File: config.mk
export PLATFORM = sky130hd
export DESIGN_NAME = rdwt_front
export DESIGN_NICKNAME = d
export VERILOG_FILES = /design/src/rtl/rdwt_pkg.sv /design/src/rtl/rdwt_front.sv
export SDC_FILE = /design/constraint.sdc
export NUM_CORES = 1
export LEC_CHECK = 0
export BUFFER_PORTS_ARGS = -buffer_cell sky130_fd_sc_hd__buf_4
export CAP_MARGIN = 20
export CORE_ASPECT_RATIO = 0.75
export CORE_MARGIN = 5
export CORE_UTILIZATION = 30
export DETAILED_ROUTE_END_ITERATION = 10
export GPL_TIMING_DRIVEN = 1
export PLACE_DENSITY = 0.59
export SETUP_SLACK_MARGIN = 0.15
export SLEW_MARGIN = 30
export SYNTH_ARGS = -nofsm -noshare
export SYNTH_HDL_FRONTEND = slang
export SYNTH_SLANG_ARGS = --single-unit
File: constraint.sdc
create_clock -name clk -period 7.58 [get_ports clk]
set_clock_uncertainty 0.05 [all_clocks]
set_input_delay 1.137 -clock clk [delete_from_list [all_inputs] [get_ports clk]]
set_output_delay 1.137 -clock clk [all_outputs]
set_load 0.05 [all_outputs]
File: src/rtl/rdwt_pkg.sv
// ---------------------------------------------------------------------------
// rdwt_pkg
// Types and codes shared by the request dedup window table modules.
// ---------------------------------------------------------------------------
package rdwt_pkg;

  localparam logic [1:0] STATUS_NONE      = 2'd0;
  localparam logic [1:0] STATUS_PENDING   = 2'd1;
  localparam logic [1:0] STATUS_COMMITTED = 2'd2;

  localparam logic [1:0] OP_CHECK  = 2'd0;
  localparam logic [1:0] OP_TRACK  = 2'd1;
  localparam logic [1:0] OP_RECORD = 2'd2;
  localparam logic [1:0] OP_UNUSED = 2'd3;

  typedef enum logic [1:0] {
    KIND_NOP,
    KIND_CHECK,
    KIND_TRACK,
    KIND_RECORD
  } kind_t;

  typedef struct packed {
    kind_t       kind;
    logic [63:0] key;
    logic [63:0] pos;
    logic        ok;
  } cmd_t;

  typedef struct packed {
    logic [1:0]  status;
    logic [63:0] pos;
    logic        ok;
    logic        ovf;
  } res_t;

  typedef enum logic [3:0] {
    ST_IDLE,
    ST_SCAN,
    ST_DECIDE,
    ST_POP_RD,
    ST_POP_WAIT,
    ST_POP_CHECK,
    ST_INSERT,
    ST_PUSH,
    ST_EVICT,
    ST_DONE
  } state_t;

endpackage

File: src/rtl/rdwt_front.sv
// ---------------------------------------------------------------------------
// rdwt_front
// Accepts requests, classifies them and holds them in a two-entry queue.
// ---------------------------------------------------------------------------
module rdwt_front import rdwt_pkg::*; #(
  parameter int KEY_BITS = 64
) (
  input  logic        clk,
  input  logic        rst,
  input  logic        start,
  output logic        busy,
  input  logic [1:0]  opcode,
  input  logic        key_present,
  input  logic [63:0] request_key,
  input  logic [63:0] log_position,
  input  logic        outcome_ok,
  output logic        cmd_valid,
  output cmd_t        cmd,
  input  logic        cmd_take
);

  localparam logic [63:0] KEY_MASK = 64'(~(64'd0)) >> (64 - KEY_BITS);

  cmd_t       slot [2];
  logic       wptr;
  logic       rptr;
  logic [1:0] count;
  cmd_t       in_cmd;
  logic       accept;

  assign busy      = (count == 2'd2);
  assign accept    = start && !busy;
  assign cmd_valid = (count != 2'd0);
  assign cmd       = slot[rptr];

  always_comb begin
    in_cmd.key = request_key & KEY_MASK;
    in_cmd.pos = log_position;
    in_cmd.ok  = outcome_ok;
    if (!key_present) begin
      in_cmd.kind = KIND_NOP;
    end else begin
      unique case (opcode)
        OP_CHECK:  in_cmd.kind = KIND_CHECK;
        OP_TRACK:  in_cmd.kind = KIND_TRACK;
        OP_RECORD: in_cmd.kind = KIND_RECORD;
        default:   in_cmd.kind = KIND_NOP;
      endcase
    end
  end

  always_ff @(posedge clk) begin
    if (accept) begin
      slot[wptr] <= in_cmd;
    end
  end

  always_ff @(posedge clk) begin
    if (rst) begin
      wptr  <= 1'b0;
      rptr  <= 1'b0;
      count <= 2'd0;
    end else begin
      if (accept) begin
        wptr <= ~wptr;
      end
      if (cmd_take) begin
        rptr <= ~rptr;
      end
      count <= count + {1'b0, accept} - {1'b0, cmd_take};
    end
  end

endmodule

==> impl_metrics.tcl, run 1 <==
set metrics [dict create \
    status "finished, final reports clean" \
    clock_power_share_pct 33.4 \
    synth.ff_latch_count 267 \
    die_footprint_sq_mm 0.0375 \
    route.vias.total 4942 \
    r2r_cells 5 \
    vias_per_cell 4.12 \
    timing_worst_slew_pin_value_ns 0.871 \
    drt_iter0_markers 214 \
    p_comb_share_pct 22.3 \
    dp_slack_ns 3.94 \
    postLayoutCoreUtil_pct 40.5 \
    maximum_count_of_clock_buffers_along_a_single_path 3 \
    synth_area_sq_mm 0.0101 \
    timing.critical_path.buf_inv 2 \
    timing.critical_path.required_ns 6.39 \
    total_routing_resource_utilization_after_global_routing_pct 10.8 \
    report.final.hold_viol_count 0 \
    layout_setup_ws_ns 3.95 \
    clock_insertion_delay_worst_skew_ns 0.54 \
    ys.warnings.count 0 \
    routed_wire_length_per_instance_microns 17.7 \
    initial_utilization_pct 30.3 \
    grt_first_pass_wirelength_microns 31800 \
    overflow 0 \
    timing.final.crit_period_ns 3.63 \
    list_of_cells_traversed_by_the_critical_path "buf_4 -> mux2_2 -> buf_4" \
    crit_family "buffers and inverters" \
    antenna_violations_before_repair 0 \
    whs_path_depth 2 \
    final_layout_size_suffix_gt1_share_pct 59.7 \
    p_leak_nw 5.20 \
    timing.critical_path.depth 3 \
    area_growth_syn_to_layout_pct 34.0 \
    reg2reg_slack_ns 4.73 \
    fin_area_sq_mm 0.0135 \
    leading_cell_type_in_the_layout_fill_and_taps_excluded "buf_4" \
    design.core.area_sq_mm 0.0334 \
    crit-reg2reg-launch "count[0]" \
    worst_r2r_endpoint "slot[0][122]" \
    intPower_mw 2.95 \
    setup-tns-final_ns 0 \
    ctsHoldBuffers 0 \
    detailed_place_hpwl_microns 14100 \
    fillCellCount 3063 \
    critical-path-slowest-cell "buf_4" \
    drt_pass1_iterations 4 \
    antenna_cells_inserted 0 \
    finish.net_count 868 \
    io_pins 269 \
    worst-endpoint-arrival_ns 2.45 \
    achievable-frequency_mhz 275 \
    number_of_clock_sinks_seen_by_cts 267 \
    critical_path.max_stage_delay_ns 0.65 \
    total_drc_errors_in_the_routed_layout 0 \
    irDropWorstVdd_uv 181 \
    slew_viol_final 0 \
    drv_cap 0 \
    synth.yosys.seq_area_share_pct 78.9 \
    numPortBuffers 268 \
    cts_resized 0 \
    hp-class "register to register" \
    final_cell_mix "buf_4 (271), edfxtp_1 (262), mux2_4 (90), mux2_2 (41), clkbuf_16 (29)" \
    inserted_clock_buffers 28 \
    seq_area_sq_mm 0.00797 \
    postSynthCellCount 440 \
    netSwitchingFraction_pct 28.4 \
    die_x_microns 222 \
    first_global_vias 5368 \
    dpl_cell_area_sq_mm 0.0126 \
    path_class "register to primary output" \
    critPathMostFrequentCell "buf_4" \
    ant_nets 0 \
    post_cts_buffers 0 \
    endpoint_kind "primary output" \
    timing.final.setup_violations 0 \
    fin_crit_sh_pct 47.9 \
    gp_congestion 0.706 \
    worst_hold_slack_ns 0.452 \
    postSynthAreaPerCell_sq_um 23.0 \
    ctsRootBufferMaster "clkbuf_16" \
    synthesized_netlist_net_count 580 \
    setup.worst_path.start_class "register" \
    netSwitchingPower_mw 1.17 \
    grt_start_max_net_pins 75 \
    die_y_microns 169 \
    grt_setup_unrepaired "false" \
    row_count 58 \
    power_density_mw_per_mm2 304 \
    clock_tree_from_tritoncts "yes" \
    postRouteWirelength_microns 21200 \
    cts-htree-levels 1 \
    seqPwrFrac_pct 44.3 \
    multi_input_comb_area_sq_mm 0.00197 \
    clkTransAtPathRegs_ns 0.06 \
    critical_path_peak_fanout 39 \
    worst_setup_path_endpoint "cmd[39]" \
    yosys.cell_types.count 23 \
    relative_slew_slack_pct 41.9 \
]
## metal layers
layer	part of all wire (%)	track usage [%]	routed length [microns]	vias to the layer above
met3	7.1	3.87	1500	33
met2	47	17.4	10000	147
met4	1.9	2.36	407	0
li1	-	-	-	2318
met1	44	14.3	9300	2444
met5	0	0	0	-
## sequential cells by signal, indices dropped and copies added, names as in the netlist, named ones only
signal,cells
rptr,1
slot,262
wptr,1
count,2
## cells by family after synthesis
group	Yosys count	share of synthesized area, %
DFF	267	78.9
muxes	131	18.0
buffers and inverters	21	1.68
and+or+nand+nor	12	0.632
adders and majority gates	4	0.496
AOI/OAI and AO/OA	3	0.173
xor gates and xnor gates	2	0.173
## how the worst min path moves through the flow
stage               slack, ns  endpoint  start
detailed placement       0.44      wptr   wptr
floorplan                0.40      wptr   wptr
CTS                      0.45      wptr   wptr
finish                   0.45      wptr   wptr
global route             0.50      wptr   wptr
global placement         0.44      wptr   wptr
## cell usage after synthesis
cell	instances	share of area [%]
o21a_1	1	0.074
nand2b_1	1	0.062
ha_1	4	0.50
xnor2_1	1	0.087
buf_8	1	0.15
mux2_4	90	13
inv_1	6	0.22
mux2_2	41	4.6
buf_2	4	0.20
o21ai_0	1	0.050
nor2_1	3	0.11
edfxtp_1	262	78
dfxtp_1	5	0.99
nand2_1	1	0.037
or2_2	1	0.062
nor3_1	1	0.050
buf_6	10	1.1
or3_1	1	0.062
a21oi_1	1	0.050
nor2b_1	1	0.062
and2_1	2	0.12
xor2_1	1	0.087
and3_1	1	0.062
## tightest hold or removal path, delay by kind of cell, from the launching register on
family	cells	cell delay, ns
DFF	1	0.32
AOI/OAI and AO/OA	2	0.14
## power by group through the flow
stage          registers, mW  logic (mW)  clock network, mW
4_1_cts                 1.83       0.935               1.43
3_3_place_gp            1.86       0.917                  0
5_1_grt                 1.84       0.962               1.50
3_5_place_dp            1.86       0.932                  0
6_report                1.82       0.918               1.38
2_1_floorplan           1.86       0.659                  0
## cell type report
cell class / instances / area share, %
clock inverters: 14 / 1.28
clock buffers: 38 / 5.61
well taps: 450 / 4.16
flip-flops and latches: 267 / 58.9
inverters: 6 / 0.203
multi-input cells: 152 / 14.5
repair buffers: 273 / 15.3
## stage by stage
stage,total power [mW],instances
final,4.12,1200
after detailed placement,2.79,1148
after global routing,4.30,1200
after global placement,2.78,1147
after CTS,4.20,1200
after floorplan,2.52,440
(Power assumes the default switching activity.)
==> run 2: changes to the inputs <==
PLACE_DENSITY = 0.61   (was 0.59)
clock period = 3.1 ns   (was 7.58 ns; I/O delays follow)
==> run 2 against run 1 <==
  * Cell count down 0.17%
  * Core utilization down 0.071 points
  * Non-clock buffer count up 2
  * Critical path depth unchanged
  * Die area unchanged
  * Via count up 1.6%
  * Sequential share of layout area up 0.10 points
  * Largest power group unchanged
==> impl_metrics.tcl, run 2 (synthesis gave the netlist of run 1 again) <==
set metrics [dict create \
    leading_cell_type_in_the_layout_fill_and_taps_excluded "buf_4" \
    reg2reg_slack_ns 1.02 \
    initial_utilization_pct 30.3 \
    io_pins 269 \
    power_density_mw_per_mm2 724 \
    cts_resized 0 \
    fillCellCount 3080 \
    clock_insertion_delay_worst_skew_ns 0.54 \
    timing.final.crit_period_ns 2.71 \
    postLayoutCoreUtil_pct 40.5 \
    design.core.area_sq_mm 0.0334 \
    final_cell_mix "buf_4 (269), edfxtp_1 (262), mux2_4 (90), mux2_2 (41), clkbuf_16 (29)" \
    path_class "register to primary output" \
    postRouteWirelength_microns 21600 \
    die_y_microns 169 \
    timing.final.setup_violations 0 \
    multi_input_comb_area_sq_mm 0.00198 \
    list_of_cells_traversed_by_the_critical_path "buf_12 -> mux2_2 -> buf_4" \
    placed_cell_count 1150 \
    total_routing_resource_utilization_after_global_routing_pct 10.9 \
    clock_tree_from_tritoncts "yes" \
    relative_slew_slack_pct 62.5 \
    irDropWorstVdd_uv 367 \
    die_footprint_sq_mm 0.0375 \
    detailed_place_hpwl_microns 14300 \
    hp-class "input port to register" \
    drt_iter0_markers 250 \
    achievable-frequency_mhz 370 \
    grt_start_max_net_pins 79 \
    p_leak_nw 5.16 \
    top_register "slot" \
    layout_top_registers "slot x262, count x2" \
    slew_viol_final 0 \
    die_x_microns 222 \
    ctsRootBufferMaster "clkbuf_16" \
    dpl_cell_area_sq_mm 0.0127 \
    ctsHoldBuffers 0 \
    whs_path_depth 1 \
    ant_nets 0 \
    critical-path-slowest-cell "dfxtp_4" \
    endpoint_kind "primary output" \
    largest_register_ffs 262 \
    report.final.hold_viol_count 0 \
    grt_setup_unrepaired "false" \
    numPortBuffers 268 \
    finish.net_count 870 \
    post_cts_buffers 0 \
    worst-endpoint-arrival_ns 2.19 \
    inserted_clock_buffers 28 \
    fin_crit_sh_pct 87.3 \
    antenna_violations_before_repair 1 \
    r2r_cells 5 \
    design_power_total_mw 9.78 \
    timing.critical_path.required_ns 2.58 \
    critical_path.max_stage_delay_ns 0.60 \
    drv_cap 0 \
    setup.worst_path.start_class "register" \
    routed_wire_length_per_instance_microns 18.1 \
    timing_worst_slew_pin_value_ns 0.563 \
    clkTransAtPathRegs_ns 0.06 \
    critical_path_peak_fanout 56 \
    grt_first_pass_wirelength_microns 31900 \
    seq_area_sq_mm 0.00797 \
    final_layout_size_suffix_gt1_share_pct 59.6 \
    antenna_cells_inserted 0 \
    route.vias.total 5019 \
    number_of_clock_sinks_seen_by_cts 267 \
    vias_per_cell 4.19 \
    status "finished, final reports clean" \
    finalNonFillerCells 1198 \
    fin_area_sq_mm 0.0135 \
    total_drc_errors_in_the_routed_layout 0 \
    first_global_vias 5280 \
    cts-htree-levels 1 \
    overflow 0 \
    gp_congestion 0.751 \
    row_count 58 \
    maximum_count_of_clock_buffers_along_a_single_path 3 \
    area_growth_syn_to_layout_pct 33.8 \
    drt_pass1_iterations 4 \
]
-- run 2: worst paths after layout --
path                    startpoint      endpoint
setup / recovery          register        cmd[0]
hold / removal    log_position[30]   slot[0][31]
setup reg to reg          count[0]  slot[0][116]
hold reg to reg               wptr          wptr
-- run 2: metal layers --
metal  routed length (microns)  up-vias  share of wire, %  track usage (%)
met1                      9620     2501                44             14.6
li1                          -     2317                 -                -
met3                      1380       32               6.4             3.35
met4                       466        0               2.2             2.87
met2                     10200      169                47             17.4
met5                         0        -                 0                0
-- run 2: power breakdown --
part	internal [mW]	switching (mW)
Sequential	4.37	0.0945
Clock	1.76	1.28
Combinational	0.819	1.45
Total	6.95	2.83
-- run 2: final cells by class --
class                   count  share of cell area, %
repair buffers            275                   15.8
well taps                 450                   4.17
clock buffers              44                   5.94
inverters                   6                  0.222
clock inverters             4                  0.185
flip-flops and latches    267                   59.0
multi-input cells         152                   14.7
-- run 2: through the flow --
stage / hold slack, ns / TNS, ns / setup slack, ns
2_1_floorplan: 0.406 / -12.28 / -0.0937
3_3_place_gp: 0.426 / 0 / 0.945
3_5_place_dp: 0.442 / 0 / 0.923
4_1_cts: 0.0175 / 0 / 0.324
5_1_grt: 0.0165 / 0 / 0.282
6_report: 0.0565 / 0 / 0.395
-- run 2: critical path, delay by kind of cell, from the launching register on --
family / cells / cell delay, ns
multiplexers: 1 / 0.40
buffers and inverters: 2 / 0.56
flip-flops: 1 / 0.60
==> run 3: changes to the inputs <==
CELL_PAD_IN_SITES_DETAIL_PLACEMENT = 0   (was unset)
CELL_PAD_IN_SITES_GLOBAL_PLACEMENT = 2   (was unset)
CTS_BUF_LIST = sky130_fd_sc_hd__clkbuf_8   (was unset)
PLACE_DENSITY = 0.76   (was 0.61)
==> run 3 against run 2 <==
  * Total power shrank 1.5%
  * Clock power shrank 7.2%
  * Global-route usage grew 0.52 points
  * Core utilization grew 1.6 points
  * Non-clock buffer count grew 56
==> impl_metrics.tcl, run 3 (synthesis gave the netlist of run 1 again) <==
set metrics [dict create \
    antenna_violations_before_repair 0 \
    overflow 0 \
    worst-endpoint-arrival_ns 1.87 \
    number_of_clock_sinks_seen_by_cts 267 \
    total_routing_resource_utilization_after_global_routing_pct 11.4 \
    cts-htree-levels 2 \
    post_cts_buffers 0 \
    drt_iter0_markers 227 \
    timing_worst_slew_pin_value_ns 0.520 \
    report.final.hold_viol_count 0 \
    fin_area_sq_mm 0.0141 \
    antenna_cells_inserted 0 \
    slew_viol_final 0 \
    gp_congestion 0.696 \
    power_density_mw_per_mm2 686 \
    largest_register_ffs 262 \
    io_pins 269 \
    timing.critical_path.buf_inv 2 \
    timing.final.crit_period_ns 2.38 \
    die_footprint_sq_mm 0.0375 \
    ant_nets 0 \
    vias_per_cell 4.15 \
    total_drc_errors_in_the_routed_layout 0 \
    relative_slew_slack_pct 65.3 \
    achievable-frequency_mhz 419 \
    top_register "slot" \
    postRouteWirelength_microns 22100 \
    ctsHoldBuffers 54 \
    final_cell_mix "buf_4 (270), edfxtp_1 (262), mux2_4 (90), dlygate4sd3_1 (54), clkbuf_8 (48)" \
    hp-class "input port to register" \
    clock_insertion_delay_worst_skew_ns 0.53 \
    route.vias.total 5326 \
    path_class "register to primary output" \
    maximum_count_of_clock_buffers_along_a_single_path 3 \
    grt_start_max_net_pins 73 \
    detailed_place_hpwl_microns 14400 \
    final_layout_size_suffix_gt1_share_pct 56.2 \
    critical-path-slowest-cell "dfxtp_4" \
    initial_utilization_pct 30.3 \
    numPortBuffers 268 \
    die_x_microns 222 \
    list_of_cells_traversed_by_the_critical_path "buf_12 -> mux2_2 -> buf_4" \
    endpoint_kind "primary output" \
    row_count 58 \
    grt_first_pass_wirelength_microns 33300 \
    ctsRootBufferMaster "clkbuf_8" \
    cts_resized 0 \
    dpl_cell_area_sq_mm 0.0127 \
    critical_path.max_stage_delay_ns 0.39 \
    layout_top_registers "slot x262, count x2" \
    finish.net_count 942 \
    drv_cap 0 \
    setup-tns-final_ns 0 \
    inserted_clock_buffers 44 \
    timing.critical_path.required_ns 2.58 \
    clock_tree_from_tritoncts "yes" \
    status "finished, final reports clean" \
    drt_pass1_iterations 4 \
    leading_cell_type_in_the_layout_fill_and_taps_excluded "buf_4" \
    timing.final.setup_violations 0 \
    area_growth_syn_to_layout_pct 39.1 \
    crit_family "buffers and inverters" \
    clkTransAtPathRegs_ns 0.06 \
    irDropWorstVdd_uv 362 \
    grt_setup_unrepaired "false" \
    routed_wire_length_per_instance_microns 17.2 \
    die_y_microns 169 \
    design_power_total_mw 9.64 \
    design.core.area_sq_mm 0.0334 \
    first_global_vias 5859 \
    critical_path_peak_fanout 47 \
    setup.worst_path.start_class "register" \
    fin_crit_sh_pct 76.9 \
    p_leak_nw 5.46 \
]
-- run 3: worst paths after layout --
check	startpoint	endpoint	slack [ns]	depth (start not counted)
worst max-delay path	register	cmd[130]	0.72	3
worst min-delay path	log_position[63]	slot[0][64]	0.06	1
worst max register to register	count[0]	slot[0][92]	1.14	5
worst min register to register	wptr	wptr	0.45	2
-- run 3: routing by layer --
metal	GRT usage, %	vias to the layer above	wire length [microns]
met1	15.3	2645	9920
met2	17.5	177	10200
li1	-	2469	-
met3	4.16	35	1590
met5	0	-	0
met4	3.62	0	409
-- run 3: final cells by class --
cell class / instances / area (sq um)
fillers: 3067 / 19300
well taps: 450 / 563
inverters: 6 / 30.0
repair buffers: 331 / 2710
flip-flops and latches: 267 / 7970
multi-input cells: 152 / 1980
clock inverters: 29 / 140
clock buffers: 48 / 661
-- run 3: metrics by stage --
stage | setup slack (ns) | utilization, % | hold slack, ns | std cells
6_report | 0.715 | 42.1 | 0.0610 | 1283
5_1_grt | 0.591 | 42.1 | 0.00113 | 1283
4_1_cts | 0.628 | 42.1 | 0.00129 | 1283
3_5_place_dp | 1.18 | 38.1 | 0.443 | 1152
3_3_place_gp | 1.21 | 38.1 | 0.442 | 1152
2_1_floorplan | -0.0937 | - | 0.406 | 440
-- run 3: power by group --
part	total (mW)	internal [mW]	switching [mW]	leakage, nW
Combinational	2.37	0.872	1.50	2.51
Clock	2.82	1.50	1.32	0.465
Sequential	4.45	4.37	0.0775	2.48
Total	9.64	6.74	2.90	5.46
